File: src/rtl/keyed_table_oldest_eviction_macros.svh
// ============================================================================
// Assertion macros for the keyed table
// Concurrent assertion forms used by the top-level RTL file of the block.
// ============================================================================
`ifndef KEYED_TABLE_OLDEST_EVICTION_MACROS_SVH
`define KEYED_TABLE_OLDEST_EVICTION_MACROS_SVH

// Same-cycle implication, disabled while reset is high.
`define KTEO_CHECK(LABEL, CLK, RST, ANTE, CONS) \
  LABEL: assert property (@(posedge CLK) disable iff (RST) (ANTE) |-> (CONS)) \
    else $error("keyed table check failed");

// Next-cycle implication, disabled while reset is high.
`define KTEO_CHECK_NEXT(LABEL, CLK, RST, ANTE, CONS) \
  LABEL: assert property (@(posedge CLK) disable iff (RST) (ANTE) |=> (CONS)) \
    else $error("keyed table check failed");

`endif

File: src/rtl/kteo_ram.sv
// ============================================================================
// kteo_ram
// Generic single-write, single-read RAM with a registered read port.
// ============================================================================
module kteo_ram #(
  parameter int WIDTH = 8,
  parameter int DEPTH = 64
) (
  input  logic                     clk,
  input  logic                     we,
  input  logic [$clog2(DEPTH)-1:0] waddr,
  input  logic [WIDTH-1:0]         wdata,
  input  logic                     re,
  input  logic [$clog2(DEPTH)-1:0] raddr,
  output logic [WIDTH-1:0]         rdata
);

  logic [WIDTH-1:0] mem [DEPTH];

  // Write port.
  always_ff @(posedge clk) begin
    if (we) begin
      mem[waddr] <= wdata;
    end
  end

  // Registered read port; data holds while no read is issued.
  always_ff @(posedge clk) begin
    if (re) begin
      rdata <= mem[raddr];
    end
  end

endmodule

File: config.mk
export PLATFORM = sky130hd
export DESIGN_NAME = kteo_ram
export DESIGN_NICKNAME = d
export VERILOG_FILES = /design/src/rtl/keyed_table_oldest_eviction_macros.svh /design/src/rtl/kteo_ram.sv
export SDC_FILE = /design/constraint.sdc
export NUM_CORES = 1
export LEC_CHECK = 0
export ABC_CLOCK_PERIOD_IN_PS = 3000
export BUFFER_PORTS_ARGS = -buffer_cell sky130_fd_sc_hd__buf_2
export CORE_UTILIZATION = 65
export CTS_BUF_LIST = sky130_fd_sc_hd__clkbuf_4 sky130_fd_sc_hd__clkbuf_8
export DETAILED_ROUTE_END_ITERATION = 6
export HOLD_SLACK_MARGIN = 0.15
export PLACE_DENSITY_LB_ADDON = 0.1
export SYNTH_ARGS = -nofsm -noshare
export SYNTH_HDL_FRONTEND = slang
export SYNTH_SLANG_ARGS = --single-unit
File: constraint.sdc
create_clock -name clk -period 3 [get_ports clk]
set_clock_uncertainty 0.15 [all_clocks]
set_input_delay 0.75 -clock clk [delete_from_list [all_inputs] [get_ports clk]]
set_output_delay 0.75 -clock clk [all_outputs]
set_load 0.05 [all_outputs]
==> impl_metrics.toml, run 1 <==
[clocking]
tritoncts = "done"
cts.sinks = 520
insertion_delay_ps = 600
cts_hold_buf = 0
clock_path_buffers = 3
root_buffer = "clkbuf_8"
cts-htree-levels = 3
path_clk_slew_ps = 60
ctsResizeCount = 0
postCtsSetupRepairBufs = 0
cts_buffers = 79

[setup_path]
crit_start = "raddr[1]"
end_kind = "register"
critPathRequiredTime_ps = 3240
worstRegToRegCells = 6
ff2ff_setup_slack_ps = 670
cp.arrival_ps = 2830
cp_cell_sequence = "buf_4, buf_4, buf_12, nand2b_1, a211oi_1, nor4_1, nor3_1, buf_4, o32ai_1"
cpPeakStageDelay_ps = 440
critPathLaunchType = "primary input"
crit_buf_inv = 4
cp_top_family = "simple AND/OR/NAND/NOR gates"
slowest_stage = "nor4_1"
crit_fanout = 16
worst_setup_path_endpoint = "rdata[6]$_DFFE_PP_"
crit_type = "primary input to register"
path_common_cell = "buf_4"
cp.depth = 9
rr_endpoint = "rdata[6]$_DFFE_PP_"
r2r_start = "mem[29][6]$_DFFE_PP_"

[floorplanning]
die_w_um = 178
core_area_um2 = 30600
pin_count = 31
num_rows = 64
die_y_um = 178
dieArea_um2 = 31900
initial_core_util_pct = 66.2

[yosys]
synth-seq-cells = 520
avgSynthCellArea_um2 = 21.5
syn-num-nets = 963
yosys_warnings = 0
synthCells = 940
synth_area_um2 = 20200
yosysSeqAreaShare_pct = 77.1
ys_types = 39

[placement]
place_ws_ps = -112
dp_hpwl_mm = 29.8
routabilityCongestion = 0.899
port_buffers = 30

[grt]
grt_pass1_vias = 10700
grt_max_degree = 65
antenna_found_initial = 3
grtUsageTotal_pct = 30.1
grt_pass1_wl_mm = 66.7
overflow = 0

[pwr]
leakagePower_nw = 7.57
peakVddDrop_v = 0.000615
power_density_nw_per_um2 = 614

[detailed_routing]
drt-initial-drc-count = 1323
drc = 4
ant_nets = 0
num_vias = 10400
finalWirelength_mm = 44.8
post_drt_via_cell_ratio = 6.55
drt_pass1_iterations = 7
wl_per_cell_um = 28.2

[timing]
max_freq_ghz = 0.386
layout_setup_ws_ps = 409
slew_violations = 0
rsz0062_at_grt = "no"
setup_viol = 0
relSlewSlack_pct = 18.9
tightest_slew_ps = 1220
fin_hold_ws_ps = 397
hold_viol_final = 0
post-route-min-period_ps = 2590
finalCritPeriodShare_pct = 86.4

[layout]
drive_gt1_share_pct = 34.8
areaGrowthSynthToFinish_pct = 14.5
nets = 1150

[min_path]
hold_start = "re"
hold_class = "primary input to register"

[status]
status = "finished with violations"
failed_checks = "DRC"

[flow_run]
drv_cap = 0
## through the flow
step           total power [mW]  area [µm²]  setup TNS (ps)  util [%]  instances
4_1_cts                    14.3       23200               0      75.8       1583
2_1_floorplan              8.69       20200               0         -        940
3_3_place_gp               9.05       21700            -221      71.1       1442
5_1_grt                    14.7       23200               0      75.8       1583
6_report                   14.2       23200               0      75.8       1587
3_5_place_dp               9.08       21700            -393      71.1       1442
## worst register-to-register path, delay by kind of cell, from the launching register on
kind / cells / cell delay [ps]
and+or+nand+nor: 1 / 240
muxes: 2 / 800
buffers and inverters: 1 / 150
DFF: 1 / 360
AOI/OAI and AO/OA: 2 / 370
## layout make-up
type | count | area, µm²
sequential | 520 | 15600
antenna | 4 | 10.0
clock buffer | 99 | 1240
timing repair buffer | 157 | 1320
multi-input combinational | 369 | 4320
clock inverter | 42 | 193
tap | 396 | 495
fill | 1659 | 7410
## sequential cells by signal (all words and copies together) (netlist names)
register  count
mem         512
rdata         8
## synthesized netlist by cell type
cell type / number / area [µm²]
a31oi_1: 1 / 6.26
o21a_1: 2 / 15.0
a221oi_1: 6 / 52.6
o311ai_1: 1 / 8.76
or3_1: 1 / 6.26
nand2b_1: 7 / 43.8
and2_1: 1 / 6.26
nand3b_1: 3 / 22.5
buf_6: 4 / 45.0
buf_12: 2 / 40.0
o22ai_1: 8 / 50.1
o21ai_1: 2 / 10.0
o2111ai_1: 3 / 26.3
edfxtp_1: 520 / 15600
buf_4: 13 / 97.6
nor2b_1: 14 / 87.6
nor2_1: 83 / 312
o21ai_0: 2 / 10.0
mux4_2: 126 / 2840
nand3_1: 13 / 65.1
o221ai_1: 8 / 70.1
a211oi_1: 4 / 30.0
buf_1: 4 / 15.0
nand2_1: 19 / 71.3
clkbuf_1: 17 / 63.8
nor3_1: 7 / 35.0
nand4b_1: 1 / 8.76
o41ai_1: 2 / 17.5
a22oi_1: 3 / 22.5
nand4_1: 2 / 12.5
mux2i_1: 23 / 230
mux2_2: 13 / 146
a2111oi_0: 2 / 17.5
buf_2: 11 / 55.1
a21oi_1: 3 / 15.0
o221a_2: 2 / 22.5
nor4_1: 2 / 12.5
o32ai_1: 2 / 17.5
o2bb2ai_1: 3 / 26.3
## per-layer routing
metal	wire, µm	up-vias	global-route usage (%)
met4	1200	4	10.9
met2	21200	604	45.5
met3	4830	95	7.08
met1	17600	5357	43.6
met5	28	-	0
li1	-	4331	-
## cells in the final DEF, fill, tap and decap left out, types with 3 or more instances in the layout
cell and instances:
nor2_1 83, a211oi_1 4, mux2i_1 23, buf_4 113, mux4_2 126, clkinvlp_4 3, o221ai_1 8, a22oi_1 3
clkinv_2 11, nor2b_1 14, o2111ai_1 3, o2bb2ai_1 3, diode_2 4, mux2_2 13, nand2_1 19, nand2b_1 7
nand3b_1 3, clkbuf_4 20, buf_2 27, edfxtp_1 520, nor3_1 7, nand3_1 13, clkinv_1 26, o22ai_1 8
a21oi_1 3, clkbuf_8 80, a221oi_1 6, buf_12 16
## report_power, final
| part | switching (mW) | total, mW | internal (mW) |
|---|---|---|---|
| clock | 2.58 | 5.30 | 2.72 |
| combinational | 0.501 | 0.844 | 0.343 |
| sequential | 0.0245 | 8.08 | 8.06 |
## logic make-up after synthesis
group	after synthesis	share of synthesized area [%]
AO/OA/AOI/OAI	54	2.06
buffers and inverters	51	1.56
flip-flops	520	77.1
multiplexers	162	15.9
AND/OR/NAND/NOR	153	3.37
## worst min path at each step
stage                    endpoint  slack, ps  cells past startpoint
2_1_floorplan  rdata[0]$_DFFE_PP_        650                      4
3_3_place_gp   rdata[4]$_DFFE_PP_        730                      3
3_5_place_dp   rdata[7]$_DFFE_PP_        770                      4
4_1_cts        rdata[7]$_DFFE_PP_        360                      1
5_1_grt        rdata[3]$_DFFE_PP_        380                      1
6_report       rdata[7]$_DFFE_PP_        400                      1
Power figures use the tool's default switching activity.
==> inputs of run 2 (changes only) <==
--- a/config.mk
+++ b/config.mk
@@ -5,10 +5,12 @@
 export SDC_FILE = /design/constraint.sdc
 export NUM_CORES = 1
 export LEC_CHECK = 0
+export ABC_AREA = 1
 export ABC_CLOCK_PERIOD_IN_PS = 3000
 export BUFFER_PORTS_ARGS = -buffer_cell sky130_fd_sc_hd__buf_2
 export CORE_UTILIZATION = 65
 export CTS_BUF_LIST = sky130_fd_sc_hd__clkbuf_4 sky130_fd_sc_hd__clkbuf_8
+export CTS_CLUSTER_SIZE = 40
 export DETAILED_ROUTE_END_ITERATION = 6
 export HOLD_SLACK_MARGIN = 0.15
 export PLACE_DENSITY_LB_ADDON = 0.1
==> impl_metrics.toml, run 2 <==
[pwr]
power_density_nw_per_um2 = 620
peakVddDrop_v = 0.000495
power_frac_comb_pct = 6.7
p_seq_share_pct = 54.5
swShare_pct = 23.2
power.switching_mw = 3.43
p_int_mw = 11.4
p_clk_share_pct = 38.8
p_total_mw = 14.8
leakagePower_nw = 8.82

[placement]
place_inst = 2269
place_ws_ps = 51.9
dp_hpwl_mm = 30.2
routabilityCongestion = 0.917
postPlaceCellArea_um2 = 22300
port_buffers = 30

[layout]
largest-register = "mem"
finalNonFillerCells = 2410
drive_gt1_share_pct = 13.2
antenna_cells = 0
final_area_um2 = 23900
mostFrequentLayoutCells = "nand2_1, edfxtp_1, nand3_1, buf_4, clkbuf_8"
largest_reg_flops = 512
final_util_pct = 73.6
mostFrequentLayoutCell = "nand2_1"
reg_top3 = "mem (512), rdata (8)"
nets = 1933
areaGrowthSynthToFinish_pct = 11.5

[detailed_routing]
drt_pass1_iterations = 5
finalWirelength_mm = 51.7
num_vias = 14300
wl_per_cell_um = 21.5
drt-initial-drc-count = 1972
drc = 0
post_drt_via_cell_ratio = 5.95
ant_nets = 0

[clocking]
cts_hold_buf = 0
cts-htree-levels = 3
cts_buffers = 81
ctsResizeCount = 0
tritoncts = "done"
clock_path_buffers = 3
path_clk_slew_ps = 60
cts.sinks = 520
insertion_delay_ps = 630
root_buffer = "clkbuf_8"
postCtsSetupRepairBufs = 0

[yosys]
synthTopCellsByArea = "edfxtp_1, nand2_1, nand3_1"
synth-compound-area-share_pct = 0
async_reset_ff_share_pct = 0
synth_area_leader_cell = "edfxtp_1"
synth_most_common_cell = "nand2_1"
synth_top_area_share_pct = 72.9
synth-seq-cells = 520
synth-edff-count = 520
yosysSeqAreaShare_pct = 72.9
synthCells = 1805
ys_types = 15
synthMuxAreaShare_pct = 0
synth_fa_ha_area_share_pct = 0
synth_area_um2 = 21400
syn-num-nets = 1828
avgSynthCellArea_um2 = 11.9
yosys_warnings = 0
synth_top_family_by_area = "simple AND/OR/NAND/NOR gates"
yosys.area_share.xor_xnor_pct = 0
synth_ff_type = "edfxtp_1"
synthSimpleGateAreaFrac_pct = 23.1
synth_common_cells = "nand2_1, edfxtp_1, nand3_1, nor2_1, buf_2"

[flow_run]
drv_cap = 0

[grt]
grt_pass1_vias = 13800
grtUsageTotal_pct = 31.6
grt_max_degree = 164
overflow = 0
antenna_found_initial = 1
grt_pass1_wl_mm = 79.0

[timing]
relSlewSlack_pct = 27.6
post-route-min-period_ps = 2330
hold_viol_final = 0
tightest_slew_ps = 1090
setup_viol = 0
layout_setup_ws_ps = 667
max_freq_ghz = 0.429
rsz0062_at_grt = "no"
finalCritPeriodShare_pct = 77.8
slew_violations = 0
tns_ps = 0
fin_hold_ws_ps = 361

[floorplanning]
die_w_um = 184
pin_count = 31
num_rows = 66
dieArea_um2 = 33700
initial_core_util_pct = 66.0
die_y_um = 184
core_area_um2 = 32500

[min_path]
hold_class = "primary input to register"

[setup_path]
crit_fanout = 99
crit_type = "primary input to register"
critPathLaunchType = "primary input"
cp.arrival_ps = 2670
end_kind = "register"
critPathRequiredTime_ps = 3340

[status]
status = "complete, no violations"
-- run 2: layer usage --
metal / vias up / global-route usage (%) / wire length, µm
met5: - / 0 / 12
met4: 2 / 11.3 / 1360
met3: 110 / 5.13 / 4910
met2: 786 / 48.6 / 24100
met1: 6867 / 46.4 / 21300
li1: 6575 / - / -
-- run 2: cell families after synthesis --
family | count (synthesis)
buf+inv | 125
flops | 520
simple gates | 1160
-- run 2: final cells by class --
class | instances | area, µm²
Multi-Input combinational cell | 1160 | 4950
Fill cell | 2278 | 8580
Sequential cell | 520 | 15600
Inverter | 12 | 52.6
Tap cell | 442 | 553
Clock buffer | 102 | 1280
Clock inverter | 39 | 254
Timing Repair Buffer | 135 | 1170
-- run 2: path summary, 6_finish.rpt --
kind / slack, ps / startpoint / cells past startpoint / end
worst max register to register: 1290 / mem[51][2]$_DFFE_PP_ / 8 / rdata[2]$_DFFE_PP_
worst min-delay path: 360 / re / 1 / rdata[2]$_DFFE_PP_
worst min register to register: 730 / mem[44][3]$_DFFE_PP_ / 8 / rdata[3]$_DFFE_PP_
worst max-delay path: 670 / raddr[0] / 11 / rdata[0]$_DFFE_PP_
-- run 2: power groups by stage --
stage / Clock (mW) / Sequential (mW) / Combinational (mW)
after floorplan: 0 / 8.26 / 0.565
after CTS: 5.81 / 8.08 / 0.988
final: 5.74 / 8.08 / 0.996
after global routing: 6.09 / 8.08 / 1.07
after global placement: 0 / 8.23 / 0.971
after detailed placement: 0 / 8.23 / 0.984
-- run 2: critical path, cell delays in order --
cell,delay [ps]
buf_6,120
inv_6,500
buf_12,360
nand2_1,100
nand3_1,90
nand3_1,90
nand2_1,130
nand2_1,70
nand3_1,80
nand3_1,150
nand2_1,110
