==> config.mk <==
export PLATFORM = sky130hd
export DESIGN_NAME = kteo_scan
export DESIGN_NICKNAME = d
export VERILOG_FILES = /design/src/rtl/keyed_table_oldest_eviction_macros.svh /design/src/rtl/kteo_pkg.sv /design/src/rtl/kteo_scan.sv
export SDC_FILE = /design/constraint.sdc
export NUM_CORES = 1
export LEC_CHECK = 0
export BUFFER_PORTS_ARGS = -buffer_cell sky130_fd_sc_hd__buf_2
export CORE_MARGIN = 2
export CORE_UTILIZATION = 45
export CTS_CLUSTER_DIAMETER = 80
export DETAILED_ROUTE_END_ITERATION = 8
export PLACE_DENSITY = 0.85
export SLEW_MARGIN = 25
export SYNTH_ARGS = -nofsm -noshare
export SYNTH_HDL_FRONTEND = slang
export SYNTH_SLANG_ARGS = --single-unit
export TNS_END_PERCENT = 50
==> constraint.sdc <==
create_clock -name clk -period 13.2 [get_ports clk]
set_clock_uncertainty 0.15 [all_clocks]
set_input_delay 0 -clock clk [delete_from_list [all_inputs] [get_ports clk]]
set_output_delay 0 -clock clk [all_outputs]
set_load 0.03 [all_outputs]
==> src/rtl/keyed_table_oldest_eviction_macros.svh <==
// ============================================================================
// Assertion macros for the keyed table
// Concurrent assertion forms used by the top-level RTL file of the block.
// ============================================================================
`ifndef KEYED_TABLE_OLDEST_EVICTION_MACROS_SVH
`define KEYED_TABLE_OLDEST_EVICTION_MACROS_SVH

// Same-cycle implication, disabled while reset is high.
`define KTEO_CHECK(LABEL, CLK, RST, ANTE, CONS) \
  LABEL: assert property (@(posedge CLK) disable iff (RST) (ANTE) |-> (CONS)) \
    else $error("keyed table check failed");

// Next-cycle implication, disabled while reset is high.
`define KTEO_CHECK_NEXT(LABEL, CLK, RST, ANTE, CONS) \
  LABEL: assert property (@(posedge CLK) disable iff (RST) (ANTE) |=> (CONS)) \
    else $error("keyed table check failed");

`endif

==> src/rtl/kteo_pkg.sv <==
// ============================================================================
// kteo_pkg
// Types and codes shared by the keyed table with oldest-entry eviction.
// ============================================================================
package kteo_pkg;

  localparam int KEY_W  = 48;
  localparam int TIME_W = 32;
  localparam int IDX_W  = 6;
  localparam int CNT_W  = 7;

  // Operation codes carried by the request.
  typedef enum logic [1:0] {
    FUNC_GET    = 2'd0,
    FUNC_PUT    = 2'd1,
    FUNC_REMOVE = 2'd2,
    FUNC_READ   = 2'd3
  } func_t;

  // Result status codes.
  localparam logic [1:0] ST_OK       = 2'd0;
  localparam logic [1:0] ST_NOTFOUND = 2'd1;
  localparam logic [1:0] ST_NOROOM   = 2'd2;

  // One table entry as held in the entry memory.
  typedef struct packed {
    logic              valid;
    logic              pin;
    logic [TIME_W-1:0] last;
    logic [TIME_W-1:0] first;
    logic [KEY_W-1:0]  key;
  } entry_t;

  // Findings of one scan over the table.
  typedef struct packed {
    logic match_found;
    logic free_found;
    logic vict_found;
  } scan_flags_t;

endpackage

==> src/rtl/kteo_scan.sv <==
// ============================================================================
// kteo_scan
// Per-slot evaluation unit: key match, first free slot and oldest victim.
// ============================================================================
module kteo_scan #(
  parameter int AW = 6
) (
  input  logic                       clk,
  input  logic                       rst,
  input  logic                       start,
  input  logic                       eval,
  input  logic [AW-1:0]              slot,
  input  kteo_pkg::entry_t           word,
  input  logic [kteo_pkg::KEY_W-1:0] key,
  output kteo_pkg::scan_flags_t      flags,
  output logic [AW-1:0]              match_slot,
  output kteo_pkg::entry_t           match_word,
  output logic [AW-1:0]              free_slot,
  output logic [AW-1:0]              vict_slot,
  output logic [kteo_pkg::KEY_W-1:0] vict_key
);
  import kteo_pkg::*;

  logic [TIME_W-1:0] vict_age;
  logic [TIME_W-1:0] age;
  logic              hit;
  logic              older;

  // Age is the last-seen time, or the first-seen time when never seen since.
  assign age   = (word.last != '0) ? word.last : word.first;
  assign hit   = word.valid && (word.key == key);
  assign older = !flags.vict_found || (age < vict_age);

  // Track the first match, the first free slot and the oldest unpinned entry.
  always_ff @(posedge clk) begin
    if (rst || start) begin
      flags <= '0;
    end else if (eval) begin
      if (hit && !flags.match_found) begin
        flags.match_found <= 1'b1;
        match_slot        <= slot;
        match_word        <= word;
      end
      if (!word.valid && !flags.free_found) begin
        flags.free_found <= 1'b1;
        free_slot        <= slot;
      end
      if (word.valid && !word.pin && older) begin
        flags.vict_found <= 1'b1;
        vict_slot        <= slot;
        vict_key         <= word.key;
        vict_age         <= age;
      end
    end
  end

endmodule

==> impl_metrics.py, run 1 <==
metrics = {
    "status": {
        "status": "completed",
    },
    "synthesis": {
        "ys_seq_area_frac": 0.789,
        "synthCells": 450,
        "ys_seq_elements": 215,
        "synthesis.nets": 653,
        "yosys_warnings": 0,
        "netlist_area_um2": 8140,
        "avgSynthCellArea_um2": 18.1,
        "yosysUniqueCellTypes": 29,
    },
    "route": {
        "vias": 6011,
        "routedWlPerCell_um": 19.8,
        "dr.pass1.iters": 4,
        "post_drt_via_cell_ratio": 5.00,
        "first_iter_violations": 343,
        "ant_nets": 0,
        "drt-total-wl_um": 23800,
        "drcViolationCount": 0,
    },
    "sta": {
        "fmaxAchievable_ghz": 0.227,
        "rsz0062_at_grt": "false",
        "period_share": 0.334,
        "finalHoldViolCount": 0,
        "tns_ps": 0,
        "layout_min_cycle_time_ps": 4410,
        "setup_viol": 0,
        "worst_pin_slew_ps": 891,
        "slew_headroom": 0.406,
        "slew_violations": 0,
    },
    "power_and_ir_drop": {
        "ir_drop_mv": 0.119,
        "finalPower_mw": 1.50,
        "leakage_nw": 5.17,
        "powerDensity_nw_per_um2": 122,
    },
    "clock_network": {
        "ctsRootBufferMaster": "clkbuf_16",
        "clk_pin_slew_worst_paths_ps": 60,
        "cts_resized": 0,
        "cts_buffers": 22,
        "cts.sinks": 215,
        "cts_setup_buffers": 0,
        "htree_levels": 1,
        "clk_latency_ps": 500,
        "cts_buffer_depth": 3,
        "cts_tree": "built",
        "holdBufCountCts": 128,
    },
    "place": {
        "place.gp.congestion": 0.815,
        "port_buffers": 354,
        "dp_hpwl_um": 15300,
    },
    "job": {
        "drv_cap": 0,
    },
    "critical_path": {
        "rr_worst_depth": 8,
        "r2r_start": "vict_age[29]",
        "crit_arrival_ps": 4390,
        "crit_type": "input port to register",
        "endpoint_kind": "register",
        "timing.rr.end": "vict_key[27]",
        "r2r_slack_ps": 10250,
        "cp.required_ps": 13180,
        "cp_max_fo": 42,
        "startpoint_type": "input port",
    },
    "cells_and_area": {
        "ff_latch_area_um2": 6430,
        "utilization": 0.686,
        "drive_gt1_frac": 0.405,
        "fin_nets": 1161,
        "antenna_cells": 0,
        "n_fill_cell": 1130,
        "multi_input_area_um2": 1590,
        "syn2layout_area_growth_pct": 50.4,
    },
    "die": {
        "die_x_um": 139,
        "rows": 49,
        "pin_count": 355,
        "start_util": 0.456,
        "die_h_um": 139,
        "coreArea_um2": 17800,
        "dieArea_um2": 19200,
    },
    "grt": {
        "grt_pass1_wl_um": 36100,
        "grt_usage": 0.242,
        "antenna_found_initial": 0,
        "grt_max_degree": 68,
        "grt_pass1_vias": 6575,
        "grt.overflow.total": 0,
    },
    "hold_path": {
        "min_to": "match_word[59]",
        "min_path_cells": 2,
        "holdCritPathClass": "input port to register",
        "worstHoldStart": "word[59]",
    },
}
## layer usage
metal,vias up,global-route usage,part of all wire
li1,2750,-,-
met1,2897,0.252,0.34
met5,-,0,0
met4,0,0.0843,0.031
met2,304,0.465,0.55
met3,60,0.0655,0.084
## area by class of cell
cell class / count / share of cell area
clock buffers: 26 / 0.0479
clock inverters: 14 / 0.0112
inverters: 33 / 0.0101
multi-input cells: 199 / 0.130
flip-flops and latches: 215 / 0.525
well taps: 229 / 0.0234
repair buffers: 487 / 0.252
## per-stage QoR
stage | cells | hold WS, ps | instance area, um^2 | setup slack [ps]
2_1_floorplan | 450 | -73.2 | 8140 | 2190
3_3_place_gp | 1035 | 30.1 | 10200 | 9070
3_5_place_dp | 1035 | 37.0 | 10200 | 8940
4_1_cts | 1203 | 57.2 | 12200 | 8890
5_1_grt | 1203 | 72.8 | 12200 | 8530
6_report | 1203 | 84.3 | 12200 | 8790
## cells in the final DEF, fill, tap and decap left out, types with 5 or more instances in the layout
| cell type | instances |
|---|---|
| ha_1 | 31 |
| a21o_1 | 37 |
| nand4_1 | 17 |
| nand2_1 | 6 |
| a21oi_1 | 8 |
| xnor2_1 | 33 |
| edfxtp_1 | 212 |
| nor4_1 | 13 |
| clkinv_1 | 6 |
| nor2_1 | 5 |
| dlygate4sd3_1 | 128 |
| clkbuf_16 | 23 |
| buf_2 | 354 |
| xor2_1 | 15 |
| inv_1 | 33 |
| buf_4 | 5 |
| clkinv_2 | 5 |
## worst max-delay path: stages
cell and delay, ps:
dlygate4sd3_1 540, buf_2 150, nor4_1 590, nand4_1 270, nor2_2 430, buf_4 370, a21o_1 180, ha_1 240
a21o_1 190, a211o_1 300, a211oi_1 210, a211oi_1 110, nor4_2 200, buf_4 530
## cells by family (layout without fill, tap and decap cells)
logic type	count (synthesis)	in the layout	synth area share
AND/OR/NAND/NOR	58	58	0.0398
adder cells (fa/ha/maj)	31	31	0.0476
AO/OA/AOI/OAI	62	62	0.0546
flip-flops	215	215	0.789
XOR/XNOR	48	48	0.0516
buffers and inverters	36	560	0.0171
## how the worst max path moves through the flow
stage	start	end	cells after the start
final	word[104]	vict_key[27]	14
after global routing	word[104]	vict_key[13]	14
after CTS	word[104]	vict_key[13]	14
after detailed placement	word[104]	vict_key[15]	13
after global placement	word[104]	vict_key[46]	13
after floorplan	word[99]	vict_age[0]	11
## where the power goes
| group | total (mW) | internal (mW) | switching [mW] |
|---|---|---|---|
| Clock | 0.627 | 0.375 | 0.252 |
| Combinational | 0.116 | 0.0623 | 0.0533 |
| Sequential | 0.754 | 0.753 | 0.000964 |
## synthesized netlist by cell type
master,instances,share of area
edfxtp_1,212,0.78
a21o_1,37,0.034
inv_1,33,0.015
xnor2_1,33,0.036
ha_1,31,0.048
nand4_1,17,0.013
xor2_1,15,0.016
nor4_1,14,0.011
a21oi_1,8,0.0049
nor2_1,7,0.0032
nand2_1,6,0.0028
a211oi_1,4,0.0037
nand3_1,4,0.0025
nor3_1,4,0.0025
buf_2,3,0.0018
dfxtp_1,3,0.0074
o21a_1,3,0.0028
o21ai_0,3,0.0018
a211o_1,2,0.0022
nand2b_1,2,0.0015
a31oi_1,1,0.00077
and4b_1,1,0.0012
nor2b_1,1,0.00077
o2111ai_1,1,0.0011
o211ai_1,1,0.00092
o221ai_1,1,0.0011
o311a_1,1,0.0012
or2_2,1,0.00077
or3_1,1,0.00077
## registers in the layout (all words and copies together) (netlist names)
name / flops
flags: 3
free_slot: 6
match_slot: 6
match_word: 114
vict_age: 32
vict_key: 48
vict_slot: 6
No activity file was read; power rests on OpenSTA's default activity.
==> run 2, diff against run 1 <==
Clock period 13.2 ns to 4.6 ns, I/O delays scaled along.
==> run 2 against run 1 <==
Sequential cell count did not move; core utilization rose by 0.43 points; clock power rose to 2.7 times the previous value; critical path depth stayed put; final area rose by 0.62%; clock-buffer cell count increased by 6; critical endpoint is now vict_slot[4]; largest cell class unchanged; largest power group unchanged.
==> impl_metrics.py, run 2 (same netlist as run 1, synthesis figures left out) <==
metrics = {
    "critical_path": {
        "r2r_start": "vict_age[29]",
        "cpPeakStageDelay_ps": 550,
        "cp_slowest_cell": "dlygate4sd3_1",
        "timing.rr.end": "vict_slot[4]",
        "startpoint_type": "input port",
        "crit_arrival_ps": 4040,
        "cp_top_family": "simple AND/OR/NAND/NOR gates",
        "cp_cell_sequence": "dlygate4sd3_1 -> buf_2 -> nor4_1 -> nand4_1 -> nor2_4 -> buf_4 -> a21o_1 -> ha_1 -> a21o_1 -> a21oi_1 -> nor2b_1 -> o311a_1 -> nor4_4 -> buf_4",
        "cp.required_ps": 4590,
        "rr_worst_depth": 8,
        "crit_buf_inv": 4,
        "worst-path-stages": 14,
        "r2r_slack_ps": 1710,
        "setup.worst_path.start": "word[96]",
        "cp_max_fo": 33,
        "endpoint": "vict_slot[4]",
        "crit_type": "input port to register",
        "endpoint_kind": "register",
    },
    "hold_path": {
        "min_path_cells": 2,
        "holdCritPathClass": "input port to register",
    },
    "clock_network": {
        "clk_pin_slew_worst_paths_ps": 60,
        "cts_buffer_depth": 3,
        "cts_resized": 0,
        "cts_setup_buffers": 0,
        "clk_latency_ps": 490,
        "cts_tree": "built",
        "cts_buffers": 22,
        "cts.sinks": 215,
        "ctsRootBufferMaster": "clkbuf_16",
        "htree_levels": 1,
    },
    "die": {
        "dieArea_um2": 19200,
        "rows": 49,
        "pin_count": 355,
        "start_util": 0.456,
        "die_h_um": 139,
        "die_x_um": 139,
        "coreArea_um2": 17800,
    },
    "grt": {
        "grt_max_degree": 73,
        "grt.overflow.total": 0,
        "antenna_found_initial": 1,
        "grt_pass1_vias": 6618,
        "grt_usage": 0.243,
        "grt_pass1_wl_um": 36300,
    },
    "cells_and_area": {
        "layout_commonest_cell": "buf_2",
        "fin_nets": 1163,
        "n_fill_cell": 1144,
        "largest_register_ffs": 114,
        "instances_no_fill": 1204,
        "drive_gt1_frac": 0.410,
        "largest_register": "match_word",
        "utilization": 0.691,
        "reg.largest.list": "match_word: 114 flops, vict_key: 48 flops, vict_age: 32 flops",
        "antenna_cells": 0,
        "layout_common_cells": "buf_2 (354), edfxtp_1 (212), dlygate4sd3_1 (128), a21o_1 (37)",
        "syn2layout_area_growth_pct": 51.3,
    },
    "place": {
        "dp_hpwl_um": 16300,
        "port_buffers": 354,
        "place_inst": 1037,
        "place.gp.congestion": 0.812,
    },
    "sta": {
        "slew_violations": 0,
        "fmaxAchievable_ghz": 0.247,
        "period_share": 0.881,
        "slew_headroom": 0.334,
        "worst_pin_slew_ps": 999,
        "setup_viol": 0,
        "rsz0062_at_grt": "false",
        "layout_min_cycle_time_ps": 4050,
        "finalHoldViolCount": 0,
    },
    "route": {
        "drt-total-wl_um": 24100,
        "routedWlPerCell_um": 20.0,
        "vias": 6124,
        "dr.pass1.iters": 5,
        "post_drt_via_cell_ratio": 5.09,
        "ant_nets": 0,
        "first_iter_violations": 365,
        "drcViolationCount": 0,
    },
    "power_and_ir_drop": {
        "leakage_nw": 5.18,
        "ir_drop_mv": 0.273,
        "powerDensity_nw_per_um2": 343,
        "p_sw_frac": 0.205,
        "p_clk_frac": 0.408,
        "combPwrFrac": 0.080,
        "p_switching_uw": 866,
        "p_seq_frac": 0.512,
        "internal-power_mw": 3.36,
    },
    "job": {
        "drv_cap": 0,
    },
    "status": {
        "status": "completed",
    },
}
-- run 2: changes by cell type in the layout (fill, tap and decap cells not counted), sizes merged --
| cell | previous run | this run |
|---|---|---|
| buf | 359 | 361 |
| bufinv | 3 | 1 |
| clkbuf | 26 | 32 |
| clkinv | 11 | 6 |
-- run 2: timing repair --
action / CTS / global route
endpoints found under the setup margin: 0 / 0
hold endpoints to repair: 227 / 0
hold buffers: 128 / 0
-- run 2: how the worst min path moves through the flow --
stage	from	to	slack [ps]
2_1_floorplan	rst	flags[1]	-70
3_3_place_gp	start	flags[1]	30
3_5_place_dp	start	flags[1]	40
4_1_cts	word[67]	match_word[67]	80
5_1_grt	word[60]	match_word[60]	80
6_report	word[67]	match_word[67]	90
-- run 2: area by class of cell --
class	count	area [um^2]	share of cell area
clock inverters	7	58.8	0.00477
clock buffers	32	639	0.0519
well taps	229	287	0.0233
inverters	33	124	0.0101
flip-flops and latches	215	6430	0.522
multi-input cells	199	1670	0.135
repair buffers	489	3120	0.253
-- run 2: routing by layer --
| metal | vias to the layer above | wire [um] | track usage |
|---|---|---|---|
| li1 | 2761 | - | - |
| met5 | - | 13 | 0 |
| met1 | 2980 | 8310 | 0.266 |
| met2 | 339 | 12800 | 0.450 |
| met3 | 42 | 2460 | 0.0783 |
| met4 | 2 | 546 | 0.0752 |
-- run 2: power by group through the flow --
| stage | Sequential (mW) | Combinational (mW) | Clock, mW |
|---|---|---|---|
| global route | 2.16 | 0.363 | 1.82 |
| finish | 2.16 | 0.338 | 1.72 |
| floorplan | 2.22 | 0.0850 | 0 |
| detailed placement | 2.21 | 0.245 | 0 |
| CTS | 2.16 | 0.333 | 1.74 |
| global placement | 2.21 | 0.236 | 0 |
-- run 2: through the flow --
step	cell area (um^2)	hold slack [ps]	worst slack, ps	power, mW	TNS, ps
final	12300	87.8	549	4.23	0
after global routing	12300	84.3	272	4.35	0
after CTS	12300	79.9	552	4.24	0
after detailed placement	10300	40.4	600	2.45	0
after global placement	10300	31.2	632	2.44	0
after floorplan	8250	-73.2	-586	2.31	-50410
==> run 3, diff against run 2 <==
Settings changed: PLACE_DENSITY 0.85 to unset, PLACE_DENSITY_LB_ADDON set to 0.08.
==> run 3 against run 2 <==
Critical path depth stayed put; critical path type unchanged; largest cell class unchanged; core utilization decreased by 0.37 points; first-iteration DRC count decreased by 35%; clock power decreased by 6%; final area decreased by 0.54%; non-clock buffer count fell by 2; fmax grew 0.13%.
==> impl_metrics.py, run 3 (same netlist as run 1, synthesis figures left out) <==
metrics = {
    "status": {
        "status": "completed",
    },
    "sta": {
        "worst_pin_slew_ps": 833,
        "rsz0062_at_grt": "false",
        "slew_headroom": 0.445,
        "setup_viol": 0,
        "period_share": 0.879,
        "tns_ps": 0,
        "finalHoldViolCount": 0,
        "slew_violations": 0,
        "fmaxAchievable_ghz": 0.247,
        "layout_min_cycle_time_ps": 4050,
    },
    "power_and_ir_drop": {
        "leakage_nw": 5.14,
        "ir_drop_mv": 0.256,
        "finalPower_mw": 4.11,
        "powerDensity_nw_per_um2": 336,
    },
    "hold_path": {
        "holdCritPathClass": "input port to register",
    },
    "die": {
        "start_util": 0.456,
        "rows": 49,
        "die_h_um": 139,
        "dieArea_um2": 19200,
        "die_x_um": 139,
        "coreArea_um2": 17800,
        "pin_count": 355,
    },
    "cells_and_area": {
        "largest_register": "match_word",
        "drive_gt1_frac": 0.407,
        "final_area_um2": 12300,
        "fin_nets": 1162,
        "layout_commonest_cell": "buf_2",
        "layout_common_cells": "buf_2 (354), edfxtp_1 (212), dlygate4sd3_1 (128), a21o_1 (37)",
        "largest_register_ffs": 114,
        "syn2layout_area_growth_pct": 50.5,
        "reg.largest.list": "match_word: 114 flops, vict_key: 48 flops, vict_age: 32 flops",
    },
    "clock_network": {
        "cts_buffers": 23,
        "ctsRootBufferMaster": "clkbuf_16",
        "htree_levels": 1,
        "clk_pin_slew_worst_paths_ps": 60,
        "cts.sinks": 215,
        "cts_buffer_depth": 3,
        "cts_setup_buffers": 0,
        "clk_latency_ps": 490,
        "cts_tree": "built",
    },
    "critical_path": {
        "crit_buf_inv": 4,
        "endpoint_kind": "register",
        "crit_arrival_ps": 4020,
        "setup.worst_path.start": "word[100]",
        "cp.required_ps": 4570,
        "rr_worst_depth": 8,
        "timing.rr.end": "vict_key[34]",
        "cp_cell_sequence": "dlygate4sd3_1 -> buf_2 -> nor4_1 -> nand4_1 -> nor2_4 -> buf_4 -> a21o_1 -> ha_1 -> a21o_1 -> nand3_1 -> a21oi_1 -> o311a_1 -> nor4_4 -> buf_4",
        "cp_slowest_cell": "dlygate4sd3_1",
        "cpPeakStageDelay_ps": 540,
        "cp_top_family": "buffers and inverters",
        "startpoint_type": "input port",
        "r2r_slack_ps": 1800,
        "worst-path-stages": 14,
        "r2r_start": "vict_age[29]",
        "crit_type": "input port to register",
        "endpoint": "vict_key[34]",
        "cp_max_fo": 37,
    },
    "job": {
        "drv_cap": 0,
    },
    "route": {
        "routedWlPerCell_um": 18.9,
        "post_drt_via_cell_ratio": 4.92,
        "dr.pass1.iters": 6,
        "first_iter_violations": 236,
        "drcViolationCount": 0,
        "vias": 5927,
        "ant_nets": 0,
        "drt-total-wl_um": 22800,
    },
    "grt": {
        "grt_usage": 0.235,
        "grt_pass1_vias": 6625,
        "antenna_found_initial": 3,
        "grt_pass1_wl_um": 35500,
        "grt.overflow.total": 0,
        "grt_max_degree": 62,
    },
    "place": {
        "placed_cell_area_um2": 10300,
        "place.gp.congestion": 0.861,
        "dp_hpwl_um": 16100,
        "port_buffers": 354,
    },
}
==> run 3: changes by cell type in the layout (fill, tap and decap cells not counted) <==
cell	previous run	this run
buf_4	6	4
bufinv_16	1	0
clkbuf_1	6	11
clkbuf_8	3	0
clkinv_1	4	2
clkinv_2	1	4
clkinv_4	1	0
diode_2	0	1
==> run 3: repair_timing <==
action | in CTS | in global routing
hold buffers | 128 | 0
hold endpoints to repair | 221 | 0
gates resized for setup | 0 | 0
==> run 3: worst register-to-register path, delay by kind of cell (launching register included) <==
family                     cells  cell delay, ps
buffers and inverters          2             570
DFF                            1             360
and+or+nand+nor                1             310
adders and majority gates      1             240
AOI/OAI and AO/OA              4             760
==> run 3: layout make-up <==
cell class / instances / area [um^2]
fillers: 1292 / 5590
diodes: 1 / 2.50
repair buffers: 487 / 3100
multi-input cells: 199 / 1670
inverters: 33 / 124
clock buffers: 34 / 617
well taps: 229 / 287
clock inverters: 6 / 27.5
flip-flops and latches: 215 / 6430
==> run 3: metal layers <==
layer,part of all wire,routed length (um),global-route usage
met2,0.52,11800,0.430
met1,0.36,8280,0.257
met3,0.090,2040,0.0807
met5,0.00070,16,0
met4,0.029,653,0.0720
==> run 3: power breakdown <==
part	switching (mW)	total [mW]	leakage [nW]	internal [mW]
clock	0.698	1.62	0.315	0.923
sequential	0.00291	2.17	1.93	2.16
combinational	0.146	0.326	2.89	0.180
total	0.847	4.11	5.14	3.27
==> run 3: stage by stage <==
step                setup slack (ps)   util  std cells  hold WS [ps]
finish                           554  0.687       1204          89.3
global route                     407  0.687       1203          75.4
CTS                              567  0.687       1203          68.7
detailed placement               619  0.579       1035          41.0
global placement                 668  0.579       1035          31.7
floorplan                       -586      -        450         -73.2
==> run 3: worst min-delay path by stage <==
| stage | depth (start not counted) | start | slack [ps] | end |
|---|---|---|---|---|
| detailed placement | 2 | rst | 40 | flags[1] |
| finish | 2 | word[76] | 90 | match_word[76] |
| CTS | 2 | word[77] | 70 | match_word[77] |
| global route | 2 | word[70] | 80 | match_word[70] |
| floorplan | 1 | rst | -70 | flags[1] |
| global placement | 2 | start | 30 | flags[1] |
